===== src/rtl/lppd_pkg.sv =====
// ----------------------------------------------------------------------------
// lppd_pkg
// Shared types and constants for the length-prefixed packet deframer.
// ----------------------------------------------------------------------------
package lppd_pkg;

  localparam int HEADER_BYTES        = 8;
  localparam int QUEUE_DEPTH_DEFAULT = 4;
  localparam logic [15:0] MAX_LEN_RESET = 16'd4096;

  // result kinds
  localparam logic KIND_BYTE  = 1'b0;
  localparam logic KIND_ERROR = 1'b1;

  // item kinds
  localparam logic FUNC_BYTE       = 1'b0;
  localparam logic FUNC_DISCONNECT = 1'b1;

  // one command from the front to the back: a single result word, or a
  // header burst that the back expands into HEADER_BYTES result words
  typedef struct packed {
    logic                         burst;
    logic                         kind;
    logic [7:0]                   data;
    logic                         last;
    logic [HEADER_BYTES-1:0][7:0] hdr;
  } cmd_t;

endpackage


===== src/rtl/lppd_front.sv =====
// ----------------------------------------------------------------------------
// lppd_front
// Accepts stream bytes and disconnects, collects the header, checks the
// length and issues result commands into the command queue.
// ----------------------------------------------------------------------------
module lppd_front (
  input  logic                 clk,
  input  logic                 rst,
  input  logic                 accept,
  input  logic                 func,
  input  logic [7:0]           rx_byte,
  input  logic [15:0]          max_packet_len,
  output logic                 cmd_push,
  output lppd_pkg::cmd_t       cmd
);
  import lppd_pkg::*;

  typedef enum logic [1:0] {
    PH_HEADER = 2'd0,
    PH_BODY   = 2'd1,
    PH_DROP   = 2'd2
  } phase_t;

  phase_t                       phase;
  phase_t                       phase_next;
  logic [15:0]                  byte_position;
  logic [15:0]                  byte_position_next;
  logic [15:0]                  packet_length;
  logic [15:0]                  packet_length_next;
  logic [HEADER_BYTES-1:0][7:0] header_store;
  logic [HEADER_BYTES-1:0][7:0] hdr_full;
  logic [15:0]                  len_low;
  logic [15:0]                  pos_inc;
  logic                         len_bad;
  logic                         hdr_done;

  // header as it stands once the current byte is placed at the end
  always_comb begin
    hdr_full                   = header_store;
    hdr_full[HEADER_BYTES-1]   = rx_byte;
  end

  assign len_low  = {header_store[2], header_store[3]};
  assign len_bad  = ((header_store[0] | header_store[1]) != 8'd0)
                    || (len_low < 16'(HEADER_BYTES))
                    || (len_low > max_packet_len);
  assign pos_inc  = byte_position + 16'd1;
  assign hdr_done = (byte_position == 16'(HEADER_BYTES - 1));

  // classify the item and build its command
  always_comb begin
    phase_next         = phase;
    byte_position_next = byte_position;
    packet_length_next = packet_length;
    cmd_push           = 1'b0;
    cmd                = '0;
    if (accept) begin
      if (func == FUNC_DISCONNECT) begin
        phase_next         = PH_HEADER;
        byte_position_next = '0;
        packet_length_next = '0;
      end else begin
        unique case (phase)
          PH_HEADER: begin
            byte_position_next = pos_inc;
            if (hdr_done) begin
              cmd_push = 1'b1;
              if (len_bad) begin
                phase_next         = PH_DROP;
                byte_position_next = '0;
                cmd.kind           = KIND_ERROR;
                cmd.last           = 1'b1;
              end else begin
                cmd.burst = 1'b1;
                cmd.kind  = KIND_BYTE;
                cmd.hdr   = hdr_full;
                cmd.last  = (len_low == 16'(HEADER_BYTES));
                if (len_low == 16'(HEADER_BYTES)) begin
                  byte_position_next = '0;
                end else begin
                  phase_next         = PH_BODY;
                  packet_length_next = len_low;
                  byte_position_next = 16'(HEADER_BYTES);
                end
              end
            end
          end
          PH_BODY: begin
            cmd_push           = 1'b1;
            cmd.kind           = KIND_BYTE;
            cmd.data           = rx_byte;
            cmd.last           = (pos_inc >= packet_length);
            byte_position_next = pos_inc;
            if (pos_inc >= packet_length) begin
              phase_next         = PH_HEADER;
              byte_position_next = '0;
              packet_length_next = '0;
            end
          end
          default: begin
            // drop everything until a disconnect
          end
        endcase
      end
    end
  end

  // hold control state
  always_ff @(posedge clk) begin
    if (rst) begin
      phase         <= PH_HEADER;
      byte_position <= '0;
      packet_length <= '0;
    end else begin
      phase         <= phase_next;
      byte_position <= byte_position_next;
      packet_length <= packet_length_next;
    end
  end

  // store header bytes as they arrive
  always_ff @(posedge clk) begin
    if (accept && (func == FUNC_BYTE) && (phase == PH_HEADER)) begin
      header_store[byte_position[$clog2(HEADER_BYTES)-1:0]] <= rx_byte;
    end
  end

endmodule


===== src/rtl/lppd_queue.sv =====
// ----------------------------------------------------------------------------
// lppd_queue
// Short command queue between the front and the back.
// ----------------------------------------------------------------------------
module lppd_queue #(
  parameter int DEPTH = lppd_pkg::QUEUE_DEPTH_DEFAULT
) (
  input  logic           clk,
  input  logic           rst,
  input  logic           wr_en,
  input  lppd_pkg::cmd_t wr_data,
  input  logic           rd_en,
  output lppd_pkg::cmd_t rd_data,
  output logic           full,
  output logic           nempty
);
  import lppd_pkg::*;

  localparam int PW = (DEPTH > 1) ? $clog2(DEPTH) : 1;
  localparam int CW = $clog2(DEPTH + 1);

  cmd_t          store [DEPTH];
  logic [PW-1:0] wptr;
  logic [PW-1:0] rptr;
  logic [CW-1:0] count;

  function automatic logic [PW-1:0] ptr_inc(input logic [PW-1:0] p);
    return (p == PW'(DEPTH - 1)) ? '0 : p + PW'(1);
  endfunction

  assign full    = (count == CW'(DEPTH));
  assign nempty  = (count != '0);
  assign rd_data = store[rptr];

  // advance pointers and occupancy
  always_ff @(posedge clk) begin
    if (rst) begin
      wptr  <= '0;
      rptr  <= '0;
      count <= '0;
    end else begin
      if (wr_en) begin
        wptr <= ptr_inc(wptr);
      end
      if (rd_en) begin
        rptr <= ptr_inc(rptr);
      end
      case ({wr_en, rd_en})
        2'b10:   count <= count + CW'(1);
        2'b01:   count <= count - CW'(1);
        default: count <= count;
      endcase
    end
  end

  // hold entries
  always_ff @(posedge clk) begin
    if (wr_en) begin
      store[wptr] <= wr_data;
    end
  end

endmodule


===== src/rtl/lppd_back.sv =====
// ----------------------------------------------------------------------------
// lppd_back
// Takes commands from the queue and presents result words, expanding a
// header burst into one word per header byte.
// ----------------------------------------------------------------------------
module lppd_back (
  input  logic           clk,
  input  logic           rst,
  input  logic           q_nempty,
  input  lppd_pkg::cmd_t q_data,
  output logic           q_pop,
  input  logic           pop,
  output logic           empty,
  output logic           kind,
  output logic [7:0]     tx_byte,
  output logic           last
);
  import lppd_pkg::*;

  localparam int IW = $clog2(HEADER_BYTES);

  cmd_t          cur;
  logic          cur_valid;
  logic [IW-1:0] idx;
  logic          idx_end;
  logic          taken;
  logic          finish;

  assign idx_end = (idx == IW'(HEADER_BYTES - 1));
  assign taken   = pop && cur_valid;
  assign finish  = taken && (!cur.burst || idx_end);
  assign q_pop   = q_nempty && (!cur_valid || finish);
  assign empty   = !cur_valid;

  // present the current word
  always_comb begin
    if (cur.burst) begin
      kind    = KIND_BYTE;
      tx_byte = cur.hdr[idx];
      last    = cur.last && idx_end;
    end else begin
      kind    = cur.kind;
      tx_byte = cur.data;
      last    = cur.last;
    end
  end

  // advance through the burst, load the next command
  always_ff @(posedge clk) begin
    if (rst) begin
      cur_valid <= 1'b0;
      idx       <= '0;
    end else begin
      if (q_pop) begin
        cur_valid <= 1'b1;
        idx       <= '0;
      end else if (finish) begin
        cur_valid <= 1'b0;
        idx       <= '0;
      end else if (taken) begin
        idx <= idx + IW'(1);
      end
    end
  end

  always_ff @(posedge clk) begin
    if (q_pop) begin
      cur <= q_data;
    end
  end

endmodule


===== src/rtl/length_prefixed_packet_deframer_unit.sv =====
// Path: an accepted byte is written into the command queue, then loaded into
//   the back's current-command register, which drives the result ports; a
//   good header shows its eight words one per cycle while pop is held high.
// Input: one item per cycle while full is low; a good header makes the back
//   present eight words, so a body that follows at full rate can fill the
//   command queue and stall the input.
// Reset: rst clears phase, counters and the queue; max_packet_len goes to 4096.
// ----------------------------------------------------------------------------
// length_prefixed_packet_deframer_unit
// Deframes a length-prefixed byte stream: checks the header length and echoes
// packet bytes, or reports a malformed length and drops until disconnect.
// ----------------------------------------------------------------------------
module length_prefixed_packet_deframer_unit #(
  parameter int QUEUE_DEPTH = lppd_pkg::QUEUE_DEPTH_DEFAULT
) (
  input  logic        clk,
  input  logic        rst,
  input  logic        push,
  output logic        full,
  input  logic        func,
  input  logic [7:0]  rx_byte,
  output logic        empty,
  input  logic        pop,
  output logic        kind,
  output logic [7:0]  tx_byte,
  output logic        last,
  input  logic        cfg_valid,
  output logic        cfg_ready,
  input  logic [15:0] cfg_data
);
  import lppd_pkg::*;

  logic [15:0] max_packet_len;
  logic        accept;
  logic        cmd_push;
  cmd_t        cmd;
  cmd_t        q_data;
  logic        q_nempty;
  logic        q_pop;

  assign cfg_ready = 1'b1;
  assign accept    = push && !full;

  // hold the length limit
  always_ff @(posedge clk) begin
    if (rst) begin
      max_packet_len <= MAX_LEN_RESET;
    end else if (cfg_valid && cfg_ready) begin
      max_packet_len <= cfg_data;
    end
  end

  lppd_front u_front (
    .clk            (clk),
    .rst            (rst),
    .accept         (accept),
    .func           (func),
    .rx_byte        (rx_byte),
    .max_packet_len (max_packet_len),
    .cmd_push       (cmd_push),
    .cmd            (cmd)
  );

  lppd_queue #(
    .DEPTH (QUEUE_DEPTH)
  ) u_queue (
    .clk     (clk),
    .rst     (rst),
    .wr_en   (cmd_push),
    .wr_data (cmd),
    .rd_en   (q_pop),
    .rd_data (q_data),
    .full    (full),
    .nempty  (q_nempty)
  );

  lppd_back u_back (
    .clk      (clk),
    .rst      (rst),
    .q_nempty (q_nempty),
    .q_data   (q_data),
    .q_pop    (q_pop),
    .pop      (pop),
    .empty    (empty),
    .kind     (kind),
    .tx_byte  (tx_byte),
    .last     (last)
  );

endmodule


===== config.mk =====
export PLATFORM = sky130hd
export DESIGN_NAME = length_prefixed_packet_deframer_unit
export DESIGN_NICKNAME = d
export VERILOG_FILES = /design/src/rtl/lppd_pkg.sv /design/src/rtl/lppd_front.sv /design/src/rtl/lppd_queue.sv /design/src/rtl/lppd_back.sv /design/src/rtl/length_prefixed_packet_deframer_unit.sv
export SDC_FILE = /design/constraint.sdc
export NUM_CORES = 1
export LEC_CHECK = 0
export BUFFER_PORTS_ARGS = -buffer_cell sky130_fd_sc_hd__buf_2
export CAP_MARGIN = 20
export CELL_PAD_IN_SITES_DETAIL_PLACEMENT = 1
export CELL_PAD_IN_SITES_GLOBAL_PLACEMENT = 2
export CORE_ASPECT_RATIO = 2
export CORE_MARGIN = 1.5
export CORE_UTILIZATION = 40
export CTS_CLUSTER_DIAMETER = 60
export DETAILED_ROUTE_END_ITERATION = 10
export PLACE_DENSITY = 0.72
export SYNTH_ARGS = -nofsm -noshare
export SYNTH_HDL_FRONTEND = slang
export SYNTH_SLANG_ARGS = --single-unit

===== constraint.sdc =====
create_clock -name clk -period 10.01 [get_ports clk]
set_input_delay 2.002 -clock clk [delete_from_list [all_inputs] [get_ports clk]]
set_output_delay 2.002 -clock clk [all_outputs]
set_load 0.005 [all_outputs]

==> Yosys cells after proc, flatten, opt, wreduce, memory -nomap -nowiden <==
Memories as Yosys holds them, arrays and structs flattened. A register that Yosys moved wholly into a read port is not among the register bits.
Index checks and enable logic that the tools add are counted.
{ "totals": {"out_inout_bits": 13, "mem_count": 1, "wordCells": 121, "mem_bits_rw": 300, "register_bits": 125, "input_bits": 30} }
{ "classes": {"order_cmp": 6, "muxes": 50, "n_bitwise": 2, "reduce_logical": 25, "eq_ne": 14, "n_addsub": 6} }
{ "memory_table": {"columns": ["memory", "words", "word_bits", "read_ports", "rd_ports_with_merged_regs", "wr", "line", "text"], "rows": [
  ["u_queue.store", 4, 75, 1, 1, 1, "lppd_queue.sv:22", "cmd_t store [DEPTH];"]
]} }
{ "op_table": {"columns": ["cell", "n"], "rows": [
  ["$mux W75", 2],
  ["$mux W16", 8],
  ["$mux W64", 2],
  ["$mux W65", 1],
  ["$bwmux W64", 1],
  ["$pmux W16 S2", 2],
  ["$mux W8", 4],
  ["$bmux W8 S3", 1],
  ["$demux W8 S3", 1],
  ["$add A16 B1 Y16 const B", 1],
  ["$eq A16 B3 Y1 const B", 1],
  ["$eq A16 B4 Y1 const B", 1],
  ["$ge A16 B16 Y1", 1],
  ["$gt A16 B16 Y1", 1],
  ["$lt A16 B4 Y1 const B", 1],
  ["$mux W2", 8],
  ["$mux W1", 14],
  ["$logic_and A1 B1 Y1", 8],
  ["$lt A3 B4 Y1 const B", 2],
  ["$mux W4", 2],
  ["$or A8 B8 Y8", 1],
  ["$reduce_bool A8 Y1", 1],
  ["$add A3 B1 Y3 const B", 2],
  ["$eq A2 B2 Y1 const B", 3],
  ["21 further kinds", 34]
]} }

==> Longest topological paths before layout <==
Gate-level depths: netlist of the first run.
{ "logic_depth": {"depth_word": 9, "depth_mapped": 16, "ltp_nobuf": 14} }

==> Modules after synthesis <==
A second synthesis of the first run with hierarchy kept.
{ "unflattened": {"hier_cells": 1128, "hier_area_um2": 19827.8} }
{ "by_module_without_submodules": {"columns": ["mod", "cells_per_inst", "area_each_um2", "n_inst", "seq_area_each_um2"], "rows": [
  ["lppd_queue", 435, 11258.3, 1, 9188.8],
  ["lppd_front", 454, 4820.9, 1, 2362.3],
  ["lppd_back", 184, 3149.3, 1, 2332.2],
  ["length_prefixed_packet_deframer_unit", 55, 599.3, 1, 320.3]
]} }

==> Least setup slack after synthesis of the first run <==
Ideal clock, no wire load.
{ "synth_timing": {"path_type": "input to register", "start": "input port pop", "end": "register u_queue.count[2]", "n_path_buf": 0, "path_slack_ns": 2.276, "arrival_time_ns": 7.663, "t_required_ns": 9.940, "setup_time_ns": 0.070, "cell_stages": 8, "path_cell_list": "nand2_1 -> a21oi_1 -> ha_1 -> inv_1 -> fa_1 -> xor2_1 -> or3_1 -> a21oi_1"} }
{ "synth_between": {"elab_chain_cells": 6} }
{ "synth_rtl": {"columns": ["element", "line", "text"], "rows": [
  ["start: declaration", "length_prefixed_packet_deframer_unit.sv:23", "input logic pop,"],
  ["$logic_and A1 B1 Y1 (*)", "lppd_back.sv:30", "assign taken = pop && cur_valid;"],
  ["$logic_and A1 B1 Y1 (*)", "lppd_back.sv:31", "assign finish = taken && (!cur.burst || idx_end);"],
  ["$logic_or A1 B1 Y1 (*)", "lppd_back.sv:32", "assign q_pop = q_nempty && (!cur_valid || finish);"],
  ["$logic_and A1 B1 Y1 (*)", "lppd_back.sv:32", null],
  ["via q_pop", "length_prefixed_packet_deframer_unit.sv:39", "logic q_pop;"],
  ["$eq A2 B1 Y1 or $eq A2 B2 Y1 (tied branches)", "lppd_queue.sv:48", "case ({wr_en, rd_en})"],
  ["$pmux W3 S2 or $reduce_bool A2 Y1 (tied branches)", null, null],
  ["end signal: assignment", "lppd_queue.sv:49", "2'b10: count <= count + CW'(1);"],
  ["end signal: assignment", "lppd_queue.sv:50", "2'b01: count <= count - CW'(1);"],
  ["end signal: assignment", "lppd_queue.sv:51", "default: count <= count;"],
  ["end: declaration", "lppd_queue.sv:25", "logic [CW-1:0] count;"]
]} }
Mark *: on every way through the listed nets, which the timed path passes. The rest lies on a longest branch.
A chain may end at the register's enable or synchronous reset.

==> Worst setup path in the final report of the first run <==
{ "layout_timing": {"start": "register u_back.idx[0]", "end": "output port tx_byte[6]"} }
{ "layout_between": {"elab_chain_cells": 3} }
{ "layout_rtl": {"columns": ["element", "line", "text"], "rows": [
  ["start: declaration", "lppd_back.sv:24", "logic [IW-1:0] idx;"],
  ["start signal: assignment", "lppd_back.sv:61", "idx <= idx + IW'(1);"],
  ["$bmux W8 S3", "lppd_back.sv:39", "tx_byte = cur.hdr[idx];"],
  ["$mux W8 (not written as such)", "lppd_back.sv:39", null],
  ["$mux W8", "lppd_back.sv:37", "if (cur.burst) begin"],
  ["end: declaration", "length_prefixed_packet_deframer_unit.sv:25", "output logic [7:0] tx_byte,"]
]} }
Every way passes these cells. The select of a mux whose other input is x is not followed.

==> run metrics, run 1 <==
layout overhead on the synthesized area 12.96%; H-tree levels 2; largest net degree at the start of global routing 62; Detailed Place HPWL ~27,000 um; Yosys warnings 0; Worst setup SP type flip-flop; Post-CTS Resized 0; commonest non-fill, non-tap cell in the layout edfxtp_1; min setup slack post-route 5.614 ns; number of max-cap violations 0; RSZ-0062 raised after global routing no; Fmax 227.5 MHz; FF+latch count, synth 492; most frequent cells in the layout edfxtp_1, mux4_2, conb_1, and2_1, dfxtp_1; Initial DRT Pass Iterations 4; Setup crit end kind output pin; CTS sink count 492; core area 47,650 um^2; Max-slew headroom 0.2960; I/O Pins 43; Final Skew 0.02177 ns; clk_lat worst skew 0.55 ns; Final Hold Viols 0; Required @ worst endpoint 8.01 ns; Fin Setup TNS 0 ns; status completed; Post-Syn Area 19,370 um^2; Final setup viols 0; Final Critical Period 4.396 ns; initial antenna violation count 0; hold crit path type reg2reg; Final Net Count 1,270; Slew @ Worst Pin about 1.1 ns; Post-CTS Setup Inserts 0; CTS tree done; IO Port Bufs 41; Post-synth EDFFs roughly 430; maximum vdd drop 0.1785 mV; post-synth cell types 52; final hold slack 0.4823 ns; gr ovfl total 0; critical path arrival 2.39 ns; initial detailed-routing violation count 416; Main synth FF type edfxtp_1; leakage power 7.652 nW; Placement Setup Slack 5.190 ns; hold depth 1; ys async rst share 0; die width 158.6 um; row count 113; Total Routing Usage GR 0.1768; sequential share of the synthesized area 0.7311; fraction of layout cells with a size suffix above 1 0.1849; Pins Over Slew Limit 0; Power Density 219.1 nW/um^2; full die area 49,840 um^2; vias per inst 5.134; number of antenna diodes 0; Post-Syn Area per Cell between 15 and 20 um^2; first-pass GRT wire length roughly 64,000 um; routed length per instance 22.48 um; CTS Root Cell clkbuf_16; hold_buf cts 0; Max FO, Critical Path 18; Via Count approximately 9.6k; number of global-route vias before repair 10.56k; Clock transition at path regs 0.07 ns; Routed WL 41,810 um; Die Ht about 310 um; R2R cell count 13; DRC viols 0; Setup CP Type reg2out; part of the cycle the worst path needs 0.4392; Num CTS Buffers 42; initial core utilization 0.4066; GP Congestion 0.7743; Cells after Synth 1,081; Routed Antenna Nets 0; clock buffer depth 3
-- through the flow --
stage,std cells,power [mW],utilization,cell area [um^2]
2_1_floorplan,1144,3.029,-,19610
3_3_place_gp,1784,3.260,0.4313,20550
3_5_place_dp,1784,3.282,0.4313,20550
4_1_cts,1858,4.874,0.4590,21870
5_1_grt,1860,4.980,0.4593,21880
6_report,1860,4.794,0.4593,21880
-- logic make-up (layout without fill, tap and decap cells) --
| family | Yosys count | in the layout | synth area share |
|---|---|---|---|
| adder cells (fa/ha/maj) | 42 | 42 | 0.02751 |
| buffers and inverters | 93 | 177 | 0.01879 |
| other | 2 | 65 | 0.0003877 |
| flip-flops | 492 | 492 | 0.7311 |
| multiplexers | 116 | 116 | 0.1187 |
| AND/OR/NAND/NOR | 218 | 218 | 0.06078 |
| AO/OA/AOI/OAI | 101 | 101 | 0.03501 |
| XOR/XNOR | 17 | 17 | 0.007686 |
-- sequential cells by signal, summed over array words and instances (netlist names) --
name	flops
u_front.hdr_full	56
u_queue.count	3
u_queue.rptr	2
u_back.idx	3
u_front.packet_length	16
u_queue.store	300
max_packet_len	16
u_queue.wptr	2
u_front.byte_position	16
u_back.cur	75
u_front.phase	2
u_back.cur_valid	1
-- layer usage --
layer  part of all wire  track usage  vias up  routed length (um)
met2               0.56       0.3325      147               23330
met3              0.028      0.02024       76                1157
met4              0.037      0.07052        0                1548
met5                  0            0        -                   0
met1               0.38       0.1997     4954               15780
li1                   -            -     4373                   -
-- final timing paths --
| kind | startpoint | to | slack (ns) |
|---|---|---|---|
| max reg2reg | u_front.byte_position[2]$_SDFFE_PP0P_ | u_front.byte_position[9]$_SDFFE_PP0P_ | 5.79 |
| min reg2reg | u_front.packet_length[1]$_SDFFE_PP0P_ | u_front.packet_length[1]$_SDFFE_PP0P_ | 0.48 |
| min | u_front.packet_length[1]$_SDFFE_PP0P_ | u_front.packet_length[1]$_SDFFE_PP0P_ | 0.48 |
| max | u_back.idx[0]$_SDFFE_PP0P_ | tx_byte[6] | 5.61 |
-- layout make-up --
type | instances | area (um^2)
Inverter | 48 | 180.2
Clock inverter | 24 | 227.7
Multi-Input combinational cell | 559 | 5114
Fill cell | 4589 | 25760
Sequential cell | 492 | 14170
Tap cell | 632 | 790.8
Timing Repair Buffer | 55 | 307.8
Clock buffer | 50 | 1091
-- critical path, stage by stage (launching register included) --
cell     delay [ns]
dfxtp_1        0.31
buf_4          0.40
mux4_2         0.65
mux2i_1        0.17
a21oi_1        0.12
buf_2          0.19
-- synthesized netlist by cell type, types with 5 or more instances --
cell type,number,area [um^2]
buf_1,9,33.78
a211oi_1,5,37.54
xnor2_1,5,43.79
a21o_1,5,37.54
xor2_1,12,105.1
and2_1,63,394.1
nand4_1,7,43.79
ha_1,41,513.0
mux4_2,91,2049
nand2_1,25,93.84
a21oi_1,35,175.2
o21ai_0,13,65.06
clkbuf_1,31,116.4
nor2_1,53,198.9
a22o_1,24,210.2
edfxtp_1,431,12940
nor4_1,10,62.56
mux2i_1,25,250.2
inv_1,48,180.2
nor3_1,11,55.05
nand3_1,15,75.07
and3_1,7,43.79
nand2b_1,7,43.79
dfxtp_1,61,1221
-- where the power goes --
group / internal (mW) / switching, mW / total, mW / leakage [nW]
clock: 0.864 / 0.721 / 1.59 / 0.659
combinational: 0.255 / 0.365 / 0.621 / 2.28
sequential: 2.47 / 0.113 / 2.59 / 4.71
(Power assumes the default switching activity.)
==> run 2, diff against run 1 <==
--- a/config.mk
+++ b/config.mk
@@ -5,6 +5,7 @@
 export SDC_FILE = /design/constraint.sdc
 export NUM_CORES = 1
 export LEC_CHECK = 0
+export ABC_AREA = 1
 export BUFFER_PORTS_ARGS = -buffer_cell sky130_fd_sc_hd__buf_2
 export CAP_MARGIN = 20
 export CELL_PAD_IN_SITES_DETAIL_PLACEMENT = 1
@@ -14,7 +15,7 @@
 export CORE_UTILIZATION = 40
 export CTS_CLUSTER_DIAMETER = 60
 export DETAILED_ROUTE_END_ITERATION = 10
-export PLACE_DENSITY = 0.72
+export PLACE_DENSITY = 0.78
 export SYNTH_ARGS = -nofsm -noshare
 export SYNTH_HDL_FRONTEND = slang
 export SYNTH_SLANG_ARGS = --single-unit
==> constraint.sdc (replaced) <==
create_clock -name clk -period 4.4 [get_ports clk]
set_input_delay 0.88 -clock clk [delete_from_list [all_inputs] [get_ports clk]]
set_output_delay 0.88 -clock clk [all_outputs]
set_load 0.005 [all_outputs]
==> run 2 against run 1 <==
  * Count of clock-buffer cells in the layout up 4
  * Flip-flop and latch count unchanged
  * Routed wire length up 32%
  * Clock skew down 0.0026 ns
  * Non-clock buffer count up 18
  * Global-route usage up 3.9 points
  * First-iteration DRC count up 85%
  * Register-to-register slack worse by 4.8 ns
  * Sequential share of layout area down 3.5 points
  * Sequential power up 130%
  * Critical endpoint is now tx_byte[0]
  * Largest cell class unchanged
  * Largest power group unchanged
==> run metrics, run 2 <==
Fmax 278.1 MHz; Die Ht 322.0 um (was 314.2 um); gr ovfl total 0 (unchanged); H-tree levels 2 (unchanged); Max FO, Critical Path 24 (was 18); layout overhead on the synthesized area 13.64% (was 12.96%); number of antenna diodes 0 (unchanged); Post-CTS Resized 0 (unchanged); part of the cycle the worst path needs 0.8172; clk_lat worst skew 0.56 ns (was 0.55 ns); Cells after Synth 1,726 (was 1,081); Via Count 13.18k (was 9,550); FF+latch count, synth 492 (unchanged); multi-input logic area 5376 um^2 (was 5114 um^2); Worst setup SP type flip-flop (unchanged); maximum vdd drop 0.4258 mV (was 0.1785 mV); Routed Antenna Nets 0 (unchanged); leakage power 8.409 nW (was 7.652 nW); Slew @ Worst Pin 0.9549 ns (was 1.056 ns); Final setup viols 0 (unchanged); vias per inst 5.262 (was 5.134); Total Routing Usage GR 0.2163 (was 0.1768); CTS Root Cell clkbuf_16 (unchanged); fin cells 2,504 (was 1,860); I/O Pins 43 (unchanged); Detailed Place HPWL 35,950 um (was 27,240 um); sequential share of the synthesized area 0.6958 (was 0.7311); placed cell count 2,423 (was 1,784); clock buffer depth 3 (unchanged); Main synth FF type edfxtp_1 (unchanged); Max-slew headroom 0.3600 (was 0.2960); clock network power share 0.316 (was 0.331); Clock transition at path regs 0.07 ns (about the same); initial detailed-routing violation count 769 (was 416); Routed WL 55,000 um (was 41,810 um); GP Congestion 0.8076 (was 0.7743); Final Skew 0.01914 ns (was 0.02177 ns); Post-CTS Setup Inserts 0 (unchanged); hold_buf cts 0 (unchanged); IO Port Bufs 41 (unchanged); ys async rst share 0 (unchanged); row count 116 (was 113); P_int 8.701 mW (was 3.594 mW); FILL cells 5,388 (was 4,589); initial antenna violation count 0 (unchanged); most frequent cells in the layout edfxtp_1, nor2_1, o21ai_0, inv_1, nand2_1 (was edfxtp_1, mux4_2, conb_1, and2_1, dfxtp_1); Switching Fraction 0.3016 (was 0.2503); switching power 3.758 mW (was 1.200 mW); Fin Setup TNS 0 ns (unchanged); core area 50,220 um^2 (was 47,650 um^2); Final Critical Period 3.596 ns; Final Hold Viols 0 (unchanged); die width 162.5 um (was 158.6 um); status completed (unchanged); Finished Core Util 0.4606 (was 0.4593); Sequential Power Share 0.483 (was 0.540); DRC viols 0 (unchanged); number of global-route vias before repair 14.38k (was 10.56k); Pins Over Slew Limit 0 (unchanged); Combinational Power Share 0.201 (was 0.129); Design Power 12.46 mW (was 4.794 mW); Final Net Count 1,893 (was 1,270); commonest non-fill, non-tap cell in the layout edfxtp_1 (unchanged); Setup crit end kind output pin (unchanged); leading area contributor after synthesis edfxtp_1 (unchanged); CTS sink count 492 (unchanged); first-pass GRT wire length 83,580 um (was 64,240 um); Synth top area share 0.6358 (was 0.6681); placed cell area 21,640 um^2 (was 20,550 um^2); critical path arrival 2.72 ns (was 2.39 ns); Post-Syn Area per Cell 11.79 um^2 (was 17.92 um^2); post-synth cell types 39 (was 52); Yosys warnings 0 (unchanged); hold depth 2 (was 1); number of max-cap violations 0 (unchanged); Largest register FFs 300 (unchanged); Synth area leaders edfxtp_1, dfxtp_1, o21ai_0 (was edfxtp_1, mux4_2, dfxtp_1); Required @ worst endpoint 3.52 ns (was 8.01 ns); Power Density 538.6 nW/um^2 (was 219.1 nW/um^2); Post-Syn Area 20,360 um^2 (was 19,370 um^2); largest net degree at the start of global routing 91 (was 62); CTS tree done (unchanged); Num CTS Buffers 43 (was 42); R2R cell count 22 (was 13); most flop-heavy register u_queue.store (unchanged); most frequent cell after synthesis edfxtp_1 (unchanged); full die area 52,330 um^2 (was 49,840 um^2); Post-synth EDFFs 431 (unchanged); hold crit path type reg2reg (unchanged); fraction of layout cells with a size suffix above 1 0.1035 (was 0.1849); routed length per instance 21.96 um (was 22.48 um); Initial DRT Pass Iterations 5 (was 4); RSZ-0062 raised after global routing no (unchanged); Setup CP Type reg2out (unchanged); most instantiated cells after synthesis edfxtp_1, nor2_1, o21ai_0, inv_1, nand2_1 (was edfxtp_1, mux4_2, and2_1, dfxtp_1, nor2_1); Register Area 14,170 um^2 (about the same); post-route cell area 23,130 um^2 (was 21,880 um^2); initial core utilization 0.4053 (was 0.4066)
[run 2: power by group through the flow]
stage	logic [mW]	registers (mW)	clock network (mW)
after floorplan	1.63	5.96	0
after global placement	2.43	6.11	0
after detailed placement	2.51	6.14	0
after CTS	2.53	6.04	4.03
after global routing	2.79	6.07	4.19
final	2.50	6.02	3.94
[run 2: metal layers]
metal	wire (um)	GRT usage
met1	19110	0.2190
met2	30310	0.4104
met3	1898	0.02833
met4	3682	0.1360
met5	0	0
[run 2: final timing paths]
kind / start / to / slack (ns)
setup / recovery: u_back.idx[0]$_SDFFE_PP0P_ / tx_byte[0] / 0.80
hold / removal: max_packet_len[15]$_SDFFE_PP0P_ / max_packet_len[15]$_SDFFE_PP0P_ / 0.47
setup reg to reg: u_front.byte_position[2]$_SDFFE_PP0P_ / u_front.packet_length[8]$_SDFFE_PP0P_ / 0.99
hold reg to reg: max_packet_len[15]$_SDFFE_PP0P_ / max_packet_len[15]$_SDFFE_PP0P_ / 0.47
[run 2: cell type report]
cell class | count | area share
flip-flops and latches | 492 | 0.6126
clock inverters | 25 | 0.01141
repair buffers | 73 | 0.02607
well taps | 649 | 0.03510
clock buffers | 54 | 0.05144
inverters | 190 | 0.03099
multi-input cells | 1021 | 0.2324
[run 2: through the flow]
step / worst slack [ns] / hold WS, ns
6_report: 0.8044 / 0.4672
5_1_grt: 0.4645 / 0.4982
4_1_cts: 0.7284 / 0.4727
3_5_place_dp: 1.013 / 0.4622
3_3_place_gp: 1.126 / 0.4565
2_1_floorplan: -0.5998 / 0.4353
[run 2: worst max-delay path, cell delays in order, from the launching register on]
cell and delay (ns):
dfxtp_2 0.65, buf_4 0.43, buf_4 0.26, mux2i_1 0.19
o21ai_0 0.12, o211ai_1 0.20, o21ai_0 0.13, buf_2 0.17
[run 2: cell families after synthesis]
kind of cell,after synthesis,synth area share
DFF,492,0.6958
other,2,0.0003689
and+or+nand+nor,510,0.1109
xor gates and xnor gates,11,0.004733
muxes,16,0.007868
AOI/OAI and AO/OA,377,0.1001
adders and majority gates,42,0.02618
buffers and inverters,276,0.05403
